## src/sv/three_level_feedback_queue_scheduler_macros.svh

```systemverilog
// Assertion macros for the three-level feedback queue scheduler.
// No dependencies; define NO_ASSERTIONS to compile them out.
`ifndef THREE_LEVEL_FEEDBACK_QUEUE_SCHEDULER_MACROS_SVH
`define THREE_LEVEL_FEEDBACK_QUEUE_SCHEDULER_MACROS_SVH
`ifndef NO_ASSERTIONS
// same-cycle implication
`define TLFQ_ASSERT_SAME(label, clk, rst, ante, cons, msg) \
   label: assert property (@(posedge clk) disable iff (rst) (ante) |-> (cons)) \
      else $error(msg);
// next-cycle implication
`define TLFQ_ASSERT_NEXT(label, clk, rst, ante, cons, msg) \
   label: assert property (@(posedge clk) disable iff (rst) (ante) |=> (cons)) \
      else $error(msg);
`else
`define TLFQ_ASSERT_SAME(label, clk, rst, ante, cons, msg)
`define TLFQ_ASSERT_NEXT(label, clk, rst, ante, cons, msg)
`endif
`endif

```

## src/sv/tlfq_pkg.sv

```systemverilog
// Shared constants, types and helpers for the three-level feedback queue scheduler.
// No dependencies.
package tlfq_pkg;

   localparam int MAX_PROCS_DEF   = 16;
   localparam int BURST_WIDTH_DEF = 16;
   localparam int NUM_LEVELS      = 3;
   localparam int ID_W            = 4;
   localparam int LEVEL_W         = 2;
   localparam int QUANTUM_W       = 8;
   localparam int BURST_IN_W      = 16;
   localparam int CSR_INDEX_W     = 2;

   localparam logic [CSR_INDEX_W-1:0] CSR_QUANTUM_L0 = 2'd0;
   localparam logic [CSR_INDEX_W-1:0] CSR_QUANTUM_L1 = 2'd1;

   localparam logic [QUANTUM_W-1:0] QUANTUM_L0_RESET = 8'd2;
   localparam logic [QUANTUM_W-1:0] QUANTUM_L1_RESET = 8'd4;

   localparam logic [LEVEL_W-1:0] LEVEL_0 = 2'd0;
   localparam logic [LEVEL_W-1:0] LEVEL_1 = 2'd1;
   localparam logic [LEVEL_W-1:0] LEVEL_2 = 2'd2;

   // queue operations for one tick
   typedef struct packed {
      logic                push_arrival;  // new process joins level 0
      logic                pop;           // head of pop_level leaves its level
      logic [LEVEL_W-1:0]  pop_level;
      logic                demote;        // popped process joins pop_level + 1
   } queue_ctl_type;

   typedef struct packed {
      logic                idle;
      logic [ID_W-1:0]     running_id;
      logic [LEVEL_W-1:0]  running_level;
      logic                finished;
      logic                demoted;
      logic                arrival_dropped;
   } result_type;

   // a zero quantum behaves as one tick
   function automatic logic [QUANTUM_W-1:0] load_quantum(input logic [QUANTUM_W-1:0] q);
      return (q == '0) ? QUANTUM_W'(1) : q;
   endfunction

endpackage

```

## src/sv/tlfq_queues.sv

```systemverilog
// Three ready queues kept as linked lists over the process slots.
// Depends on tlfq_pkg.
module tlfq_queues #(
   parameter int MAX_PROCS = tlfq_pkg::MAX_PROCS_DEF,
   parameter int PROC_W    = $clog2(MAX_PROCS)
) (
   input  logic                          clock,
   input  logic                          reset,
   input  tlfq_pkg::queue_ctl_type       ctl,
   input  logic [PROC_W-1:0]             arrival_idx,
   input  logic [PROC_W-1:0]             running_idx,
   output logic [tlfq_pkg::NUM_LEVELS-1:0] nonempty,
   output logic [PROC_W-1:0]             heads [tlfq_pkg::NUM_LEVELS]
);

   localparam int CNT_W = $clog2(MAX_PROCS + 1);

   logic [PROC_W-1:0] head_ff  [tlfq_pkg::NUM_LEVELS];
   logic [PROC_W-1:0] head_in  [tlfq_pkg::NUM_LEVELS];
   logic [PROC_W-1:0] tail_ff  [tlfq_pkg::NUM_LEVELS];
   logic [PROC_W-1:0] tail_in  [tlfq_pkg::NUM_LEVELS];
   logic [CNT_W-1:0]  count_ff [tlfq_pkg::NUM_LEVELS];
   logic [CNT_W-1:0]  count_in [tlfq_pkg::NUM_LEVELS];
   logic [PROC_W-1:0] link_ff  [MAX_PROCS];

   logic [tlfq_pkg::NUM_LEVELS-1:0] push_en;
   logic [tlfq_pkg::NUM_LEVELS-1:0] pop_en;
   logic [PROC_W-1:0]               push_id [tlfq_pkg::NUM_LEVELS];

   always_comb begin
      for (int l = 0; l < tlfq_pkg::NUM_LEVELS; l++) begin
         pop_en[l] = ctl.pop && (ctl.pop_level == tlfq_pkg::LEVEL_W'(l));
         if (l == 0) begin
            push_en[l] = ctl.push_arrival;
            push_id[l] = arrival_idx;
         end else begin
            push_en[l] = ctl.demote && (ctl.pop_level == tlfq_pkg::LEVEL_W'(l - 1));
            push_id[l] = running_idx;
         end

         count_in[l] = count_ff[l] + CNT_W'(push_en[l]) - CNT_W'(pop_en[l]);
         head_in[l]  = head_ff[l];
         tail_in[l]  = tail_ff[l];
         if (push_en[l]) begin
            tail_in[l] = push_id[l];
            if (count_ff[l] == '0) begin
               head_in[l] = push_id[l];
            end
         end
         if (pop_en[l]) begin
            // single entry replaced by this tick's push: its link is not written yet
            if (count_ff[l] == CNT_W'(1) && push_en[l]) begin
               head_in[l] = push_id[l];
            end else begin
               head_in[l] = link_ff[head_ff[l]];
            end
         end
         nonempty[l] = (count_ff[l] != '0);
         heads[l]    = head_ff[l];
      end
   end

   always_ff @(posedge clock) begin
      if (reset) begin
         for (int l = 0; l < tlfq_pkg::NUM_LEVELS; l++) begin
            count_ff[l] <= '0;
         end
      end else begin
         for (int l = 0; l < tlfq_pkg::NUM_LEVELS; l++) begin
            count_ff[l] <= count_in[l];
         end
      end
   end

   always_ff @(posedge clock) begin
      for (int l = 0; l < tlfq_pkg::NUM_LEVELS; l++) begin
         head_ff[l] <= head_in[l];
         tail_ff[l] <= tail_in[l];
         if (push_en[l] && count_ff[l] != '0) begin
            link_ff[tail_ff[l]] <= push_id[l];
         end
      end
   end

endmodule

```

## src/sv/tlfq_core.sv

```systemverilog
// Per-tick scheduling step: admission, level pick, counter update, demotion.
// Depends on tlfq_pkg and tlfq_queues.
module tlfq_core #(
   parameter int MAX_PROCS   = tlfq_pkg::MAX_PROCS_DEF,
   parameter int BURST_WIDTH = tlfq_pkg::BURST_WIDTH_DEF
) (
   input  logic                               clock,
   input  logic                               reset,
   input  logic                               item_valid,
   input  logic                               arrival_valid,
   input  logic [tlfq_pkg::ID_W-1:0]          arrival_id,
   input  logic [tlfq_pkg::BURST_IN_W-1:0]    arrival_burst,
   input  logic [tlfq_pkg::QUANTUM_W-1:0]     quantum_l0,
   input  logic [tlfq_pkg::QUANTUM_W-1:0]     quantum_l1,
   output tlfq_pkg::result_type               result
);

   localparam int PROC_W = $clog2(MAX_PROCS);
   localparam int EXT_W  = 32;

   logic [MAX_PROCS-1:0]             active_ff;
   logic [MAX_PROCS-1:0]             active_in;
   logic [BURST_WIDTH-1:0]           burst_ff   [MAX_PROCS];
   logic [tlfq_pkg::QUANTUM_W-1:0]   quantum_ff [MAX_PROCS];

   logic [EXT_W-1:0]                 aid_ext;
   logic [EXT_W-1:0]                 burst_ext;
   logic [EXT_W-1:0]                 rid_ext;
   logic [PROC_W-1:0]                aid_idx;
   logic [BURST_WIDTH-1:0]           burst_masked;
   logic                             admit_ok;
   logic                             accept;
   logic [tlfq_pkg::NUM_LEVELS-1:0]  nonempty;
   logic [PROC_W-1:0]                heads [tlfq_pkg::NUM_LEVELS];
   logic                             ne0;
   logic                             run;
   logic [tlfq_pkg::LEVEL_W-1:0]     lvl;
   logic [PROC_W-1:0]                rid;
   logic                             fresh;
   logic [BURST_WIDTH-1:0]           cur_burst;
   logic [BURST_WIDTH-1:0]           burst_left;
   logic [tlfq_pkg::QUANTUM_W-1:0]   cur_quantum;
   logic [tlfq_pkg::QUANTUM_W-1:0]   quantum_left;
   logic [tlfq_pkg::QUANTUM_W-1:0]   q0_load;
   logic [tlfq_pkg::QUANTUM_W-1:0]   q1_load;
   logic                             has_quantum;
   logic                             fin;
   logic                             dem;
   tlfq_pkg::queue_ctl_type          qctl;

   assign aid_ext      = EXT_W'(arrival_id);
   assign aid_idx      = aid_ext[PROC_W-1:0];
   assign burst_ext    = EXT_W'(arrival_burst);
   assign burst_masked = burst_ext[BURST_WIDTH-1:0];
   assign q0_load      = tlfq_pkg::load_quantum(quantum_l0);
   assign q1_load      = tlfq_pkg::load_quantum(quantum_l1);

   assign admit_ok = (aid_ext < EXT_W'(MAX_PROCS)) && (burst_masked != '0) &&
                     !active_ff[aid_idx];
   assign accept   = item_valid && arrival_valid && admit_ok;

   always_comb begin
      ne0 = nonempty[0] || accept;
      if (ne0) begin
         lvl = tlfq_pkg::LEVEL_0;
         rid = nonempty[0] ? heads[0] : aid_idx;
      end else if (nonempty[1]) begin
         lvl = tlfq_pkg::LEVEL_1;
         rid = heads[1];
      end else begin
         lvl = tlfq_pkg::LEVEL_2;
         rid = heads[2];
      end
      run         = item_valid && (ne0 || nonempty[1] || nonempty[2]);
      // the arrival that runs in its own tick is not in the tables yet
      fresh       = accept && (rid == aid_idx);
      cur_burst   = fresh ? burst_masked : burst_ff[rid];
      cur_quantum = fresh ? q0_load : quantum_ff[rid];
      burst_left  = cur_burst - BURST_WIDTH'(1);
      quantum_left = cur_quantum - tlfq_pkg::QUANTUM_W'(1);
      has_quantum = (lvl != tlfq_pkg::LEVEL_2);
      fin         = (burst_left == '0);
      dem         = !fin && has_quantum && (quantum_left == '0);
      rid_ext     = EXT_W'(rid);
   end

   always_comb begin
      qctl.push_arrival = accept;
      qctl.pop          = run && (fin || dem);
      qctl.pop_level    = lvl;
      qctl.demote       = run && dem;

      result.idle            = !run;
      result.running_id      = run ? rid_ext[tlfq_pkg::ID_W-1:0] : '0;
      result.running_level   = run ? lvl : tlfq_pkg::LEVEL_0;
      result.finished        = run && fin;
      result.demoted         = run && dem;
      result.arrival_dropped = arrival_valid && !admit_ok;
   end

   tlfq_queues #(
      .MAX_PROCS (MAX_PROCS),
      .PROC_W    (PROC_W)
   ) u_queues (
      .clock       (clock),
      .reset       (reset),
      .ctl         (qctl),
      .arrival_idx (aid_idx),
      .running_idx (rid),
      .nonempty    (nonempty),
      .heads       (heads)
   );

   // admission sets the flag, a finishing run clears it (same id: cleared)
   always_comb begin
      active_in = active_ff;
      if (accept) begin
         active_in[aid_idx] = 1'b1;
      end
      if (run && fin) begin
         active_in[rid] = 1'b0;
      end
   end

   always_ff @(posedge clock) begin
      if (reset) begin
         active_ff <= '0;
      end else begin
         active_ff <= active_in;
      end
   end

   // an arrival that runs in its own tick takes only the running update
   always_ff @(posedge clock) begin
      if (accept && !fresh) begin
         burst_ff[aid_idx]   <= burst_masked;
         quantum_ff[aid_idx] <= q0_load;
      end
      if (run) begin
         burst_ff[rid] <= burst_left;
         if (dem && lvl == tlfq_pkg::LEVEL_0) begin
            quantum_ff[rid] <= q1_load;
         end else if (has_quantum) begin
            quantum_ff[rid] <= quantum_left;
         end
      end
   end

endmodule

```

## src/sv/three_level_feedback_queue_scheduler.sv

```systemverilog
// Top level of the three-level feedback queue scheduler: ports, request and
// result registers, quantum registers. Depends on tlfq_pkg, tlfq_core, tlfq_queues.
//
//   channel   ports                                       transfer when
//   --------  ------------------------------------------  ------------------------
//   request   start, busy, req_arrival_*                  start && !busy
//   result    rsp_valid, rsp_*                            rsp_valid (one cycle)
//   config    csr_valid, csr_ready, csr_index, csr_wdata  csr_valid && csr_ready
//
// One tick per clock: a new request transfer is taken every cycle while busy is low.
// A request passes through the request register, then the scheduling step
// (queue links and per-process counters updated read-modify-write) into
// the result register.
// Reset is synchronous; busy is high for the cycle after reset is released.
// The result side cannot stall: each result is shown for exactly one cycle.
`include "three_level_feedback_queue_scheduler_macros.svh"

module three_level_feedback_queue_scheduler #(
   parameter int MAX_PROCS   = tlfq_pkg::MAX_PROCS_DEF,
   parameter int BURST_WIDTH = tlfq_pkg::BURST_WIDTH_DEF
) (
   input  logic                                clock,
   input  logic                                reset,
   // request channel
   input  logic                                start,
   output logic                                busy,
   input  logic                                req_arrival_valid,
   input  logic [tlfq_pkg::ID_W-1:0]           req_arrival_id,
   input  logic [tlfq_pkg::BURST_IN_W-1:0]     req_arrival_burst,
   // configuration channel
   input  logic                                csr_valid,
   output logic                                csr_ready,
   input  logic [tlfq_pkg::CSR_INDEX_W-1:0]    csr_index,
   input  logic [tlfq_pkg::QUANTUM_W-1:0]      csr_wdata,
   // result channel
   output logic                                rsp_valid,
   output logic                                rsp_idle,
   output logic [tlfq_pkg::ID_W-1:0]           rsp_running_id,
   output logic [tlfq_pkg::LEVEL_W-1:0]        rsp_running_level,
   output logic                                rsp_finished,
   output logic                                rsp_demoted,
   output logic                                rsp_arrival_dropped
);

   logic                                 busy_ff;
   logic                                 item_valid_ff;
   logic                                 arrival_valid_ff;
   logic [tlfq_pkg::ID_W-1:0]            arrival_id_ff;
   logic [tlfq_pkg::BURST_IN_W-1:0]      arrival_burst_ff;
   logic [tlfq_pkg::QUANTUM_W-1:0]       quantum_l0_ff;
   logic [tlfq_pkg::QUANTUM_W-1:0]       quantum_l1_ff;
   logic                                 rsp_valid_ff;
   tlfq_pkg::result_type                 rsp_ff;
   tlfq_pkg::result_type                 step_result;
   logic                                 req_fire;
   logic                                 csr_fire;

   assign req_fire  = start && !busy_ff;
   assign csr_ready = 1'b1;   // quantum registers take a write any cycle
   assign csr_fire  = csr_valid && csr_ready;
   assign busy      = busy_ff;

   // control: valid pipeline and quantum registers
   always_ff @(posedge clock) begin
      if (reset) begin
         busy_ff       <= 1'b1;
         item_valid_ff <= 1'b0;
         rsp_valid_ff  <= 1'b0;
         quantum_l0_ff <= tlfq_pkg::QUANTUM_L0_RESET;
         quantum_l1_ff <= tlfq_pkg::QUANTUM_L1_RESET;
      end else begin
         busy_ff       <= 1'b0;
         item_valid_ff <= req_fire;
         rsp_valid_ff  <= item_valid_ff;
         if (csr_fire && csr_index == tlfq_pkg::CSR_QUANTUM_L0) begin
            quantum_l0_ff <= csr_wdata;
         end
         if (csr_fire && csr_index == tlfq_pkg::CSR_QUANTUM_L1) begin
            quantum_l1_ff <= csr_wdata;
         end
      end
   end

   // payload: captured request and registered result
   always_ff @(posedge clock) begin
      if (req_fire) begin
         arrival_valid_ff <= req_arrival_valid;
         arrival_id_ff    <= req_arrival_id;
         arrival_burst_ff <= req_arrival_burst;
      end
      if (item_valid_ff) begin
         rsp_ff <= step_result;
      end
   end

   // one scheduling tick per registered request
   tlfq_core #(
      .MAX_PROCS   (MAX_PROCS),
      .BURST_WIDTH (BURST_WIDTH)
   ) u_core (
      .clock         (clock),
      .reset         (reset),
      .item_valid    (item_valid_ff),
      .arrival_valid (arrival_valid_ff),
      .arrival_id    (arrival_id_ff),
      .arrival_burst (arrival_burst_ff),
      .quantum_l0    (quantum_l0_ff),
      .quantum_l1    (quantum_l1_ff),
      .result        (step_result)
   );

   assign rsp_valid           = rsp_valid_ff;
   assign rsp_idle            = rsp_ff.idle;
   assign rsp_running_id      = rsp_ff.running_id;
   assign rsp_running_level   = rsp_ff.running_level;
   assign rsp_finished        = rsp_ff.finished;
   assign rsp_demoted         = rsp_ff.demoted;
   assign rsp_arrival_dropped = rsp_ff.arrival_dropped;

   // every request transfer yields its result through the request and result registers
   `TLFQ_ASSERT_NEXT(a_rsp_latency, clock, reset, $past(start && !busy && !reset), rsp_valid, "result missing two cycles after request transfer")
   // no result without an earlier request transfer through the request and result registers
   `TLFQ_ASSERT_SAME(a_rsp_origin, clock, reset, rsp_valid, $past(start && !busy, 2), "result without a matching request transfer")
   // an idle tick reports no process
   `TLFQ_ASSERT_SAME(a_idle_clean, clock, reset, rsp_valid && rsp_idle, rsp_running_id == '0 && rsp_running_level == tlfq_pkg::LEVEL_0 && !rsp_finished && !rsp_demoted, "idle tick reports a running process")
   // FCFS level never demotes; a process cannot finish and demote at once
   `TLFQ_ASSERT_SAME(a_demote_rule, clock, reset, rsp_valid && rsp_demoted, !rsp_finished && rsp_running_level != tlfq_pkg::LEVEL_2 && !rsp_idle, "illegal demotion")

endmodule
```

## config.mk

```make
export PLATFORM = sky130hd
export DESIGN_NAME = three_level_feedback_queue_scheduler
export DESIGN_NICKNAME = d
export VERILOG_FILES = /design/src/sv/tlfq_pkg.sv /design/src/sv/tlfq_queues.sv /design/src/sv/tlfq_core.sv /design/src/sv/three_level_feedback_queue_scheduler.sv
export VERILOG_INCLUDE_DIRS = /design/src /design/src/sv
export SDC_FILE = /design/constraint.sdc
export NUM_CORES = 1
export LEC_CHECK = 0
export BUFFER_PORTS_ARGS = -buffer_cell sky130_fd_sc_hd__buf_2
export CORE_ASPECT_RATIO = 1.5
export CORE_MARGIN = 5
export CORE_UTILIZATION = 50
export CTS_CLUSTER_DIAMETER = 200
export DETAILED_ROUTE_END_ITERATION = 10
export MAX_ROUTING_LAYER = met4
export PLACE_DENSITY = 0.66
export SLEW_MARGIN = 10
export SYNTH_ARGS = -nofsm -noshare
export SYNTH_HDL_FRONTEND = slang
export SYNTH_HIERARCHICAL = 1
export SYNTH_SLANG_ARGS = --single-unit
export TNS_END_PERCENT = 1
```

## constraint.sdc

```tcl
create_clock -name clock -period 13 [get_ports clock]
set_input_delay 1.3 -clock clock [delete_from_list [all_inputs] [get_ports clock]]
set_output_delay 1.3 -clock clock [all_outputs]
set_load 0.01 [all_outputs]
```

==> metrics.txt <==
Critical Path AT=11.35 ns; Setup Skew=0.0384 ns; area delta synth->final=8.88%; Cell Count, Final, Fillers Out=3,690; PD cells=126 nW/µm²; Remaining Overflow, GRT=0; relative slew slack=0.183; Tcrit/Tclk final=0.830; RSZ-0062 raised after global routing=no; Area contributors post-synth=edfxtp_1 (50%), nand2_1 (8.7%), mux2_2 (4.6%); DR pass1 iterations=6; H-tree level count=2; crit-path max FO=31; root buf cell=clkbuf_16; cts repair resizes=0; chip width=211 µm; P_int=3.02 mW; Cells on Worst Hold Path=2; post-synthesis sequential area ratio=0.531; critical path required time=13.56 ns; Worst-path clk slew=0.07 ns; wire per inst=26.7 µm; DP HPWL=66,800 µm; Routability Congestion=0.972; WHS=0.488 ns; Setup Fix Bufs, Post-CTS=0; Worst Max-Slew Pin Slew=1.22 ns; Sw Share=0.276; top_reg_cell synth=edfxtp_1; Synth top area share=0.498; most used cell, CP=inv_1; Die Footprint=65,800 µm²; Mapped Cells=2,905; Reg power frac=0.470; asr flop ratio synth=0; clock buffer count from CTS=55; core area=60,100 µm²; Crit. End Element=flop; # setup viols final=0; proportion of layout cells with a drive suffix above 1=0.153; ANT cells=0; crit-path max cell delay=0.93 ns; maxcap violations=0; hold_buf cts=0; worst setup path start=u_core/u_queues/count_ff[0][8]; Post-synth EDFFs=503; final hold vios=0; first-pass GRT wire length=145,000 µm; Initial Utilization=0.504; #FFs+latches synth=553; Cells after DPL=3,591; Mapped Nets=2,961; worst r2r src=u_core/u_queues/count_ff[0][8]; final antenna-violating net count=0; Ports=48; Avg Vias per Cell=6.40; status=completed; LEAKAGE=12.3 nW; clock tree sinks=553; Chip Height=312 µm; Crit Path Category=flop to flop; Fmax=0.0926 GHz; Avg Cell Area, Syn=10.4 µm²; Overall Power=4.17 mW; reg2reg path depth=32; initial antenna violation count=0; Synth area leader=edfxtp_1; most frequent cells in the layout=nand2_1 (701), edfxtp_1 (503), o21ai_0 (256); DRC viols=0; GRT Overall Usage=0.299; largest net degree at the start of global routing=91; vias in the first global route=23,200; Gate power share=0.144; worst min path class=flop to flop; hold path startpoint=quantum_l0_ff[0]; Switch Pwr=1.15 mW; IO Port Bufs=46; Final Net Count=2,920; final wirelength=98,600 µm; Mapped Area=30,300 µm²; leading cell type in the layout, fill and taps excluded=nand2_1; Slew Viols, Final=0; Synth Warn #=6; CP max-delay cell=xnor2_1; Synth cell types=98; # rows=110; CTS tree=built; peak supply drop=0.112 mV; Setup TNS=0 ns; clock group share of total power=0.387; vias=23,600; Clock Latency Late Sink=0.64 ns; Worst setup SP type=flop; initial DRC count=2,645; Max clock buf depth=3; min cycle time layout=10.79 ns
through the flow:
| stage | area, µm² | utilization | setup WS (ns) |
|---|---|---|---|
| 3_3_place_gp | 31300 | 0.520 | 2.71 |
| 4_1_cts | 33000 | 0.549 | 2.36 |
| 3_5_place_dp | 31300 | 0.520 | 2.36 |
| 6_report | 33000 | 0.549 | 2.21 |
| 5_1_grt | 33000 | 0.549 | 1.47 |
| 2_1_floorplan | 30300 | - | 5.47 |
Yosys cell counts (9+ instances only):
| library cell | n |
|---|---|
| a211oi_1 | 28 |
| a21o_1 | 10 |
| a21oi_1 | 107 |
| a22oi_1 | 14 |
| a311oi_1 | 13 |
| a31oi_1 | 11 |
| and3_1 | 19 |
| buf_1 | 13 |
| buf_2 | 46 |
| buf_6 | 9 |
| clkbuf_1 | 157 |
| dfxtp_1 | 50 |
| edfxtp_1 | 503 |
| ha_1 | 18 |
| inv_1 | 30 |
| mux2_2 | 123 |
| mux2i_1 | 119 |
| mux4_2 | 45 |
| nand2_1 | 701 |
| nand2b_1 | 32 |
| nand3_1 | 90 |
| nand3b_1 | 10 |
| nor2_1 | 136 |
| nor2b_1 | 21 |
| nor3_1 | 27 |
| nor4_1 | 11 |
| o211ai_1 | 23 |
| o21ai_0 | 273 |
| o22ai_1 | 46 |
| o31a_1 | 12 |
| o31ai_1 | 10 |
| or3_1 | 10 |
| xnor2_1 | 17 |
| xor2_1 | 15 |
final timing paths:
| kind | endpoint | slack (ns) |
|---|---|---|
| min reg2reg | quantum_l0_ff[0] | 0.49 |
| max reg2reg | u_core/u_queues/count_ff[0][14] | 2.21 |
| max | u_core/u_queues/count_ff[0][14] | 2.21 |
| min | quantum_l0_ff[0] | 0.49 |
metal layers:
| metal | track usage | routed length, µm | vias up |
|---|---|---|---|
| met5 | - | 0 | - |
| met4 | 0.196 | 8140 | 0 |
| met3 | 0.0404 | 7210 | 417 |
| met2 | 0.505 | 49500 | 1296 |
| met1 | 0.329 | 33700 | 11400 |
| li1 | - | - | 10500 |
critical path: cells and delay by family, from the launching register on:
family,cells,cell delay [ns]
DFF,1,0.32
muxes,1,0.35
AOI/OAI and AO/OA,6,1.02
adders and majority gates,3,0.82
buffers and inverters,7,2.28
xor gates and xnor gates,1,0.93
and+or+nand+nor,14,4.94
power by group through the flow:
stage | registers [mW] | clock network [mW] | logic [mW]
finish | 1.96 | 1.61 | 0.599
global route | 1.96 | 1.70 | 0.634
CTS | 1.96 | 1.63 | 0.589
detailed placement | 1.99 | 0 | 0.587
global placement | 1.99 | 0 | 0.575
floorplan | 1.99 | 0 | 0.389
registers in the layout, summed over array words and instances (netlist names), 8 cells and up:
register and cells:
u_core/active_ff 16, u_core/u_queues/link_ff 64, arrival_burst_ff 16, u_core/u_queues/count_ff 15, u_core/u_queues/tail_ff 12, quantum_l0_ff 8
u_core/u_queues/head_ff 12, u_core/burst_ff 256, quantum_l1_ff 8, u_core/quantum_ff 128
layout make-up:
cell class	count	area, µm²
clock buffer	65	1460
clock inverter	34	324
fill	5123	27100
inverter	37	141
multi-input combinational	2084	13100
sequential	553	16100
tap	784	981
timing repair buffer	133	883
cell families after synthesis:
kind of cell / synth area share
flops: 0.531
compound gates: 0.129
fa+ha+maj: 0.00940
other cells: 0.000124
simple gates: 0.161
mux: 0.121
buf+inv: 0.0379
xor+xnor: 0.0103
No activity file was read; power rests on OpenSTA's default activity.
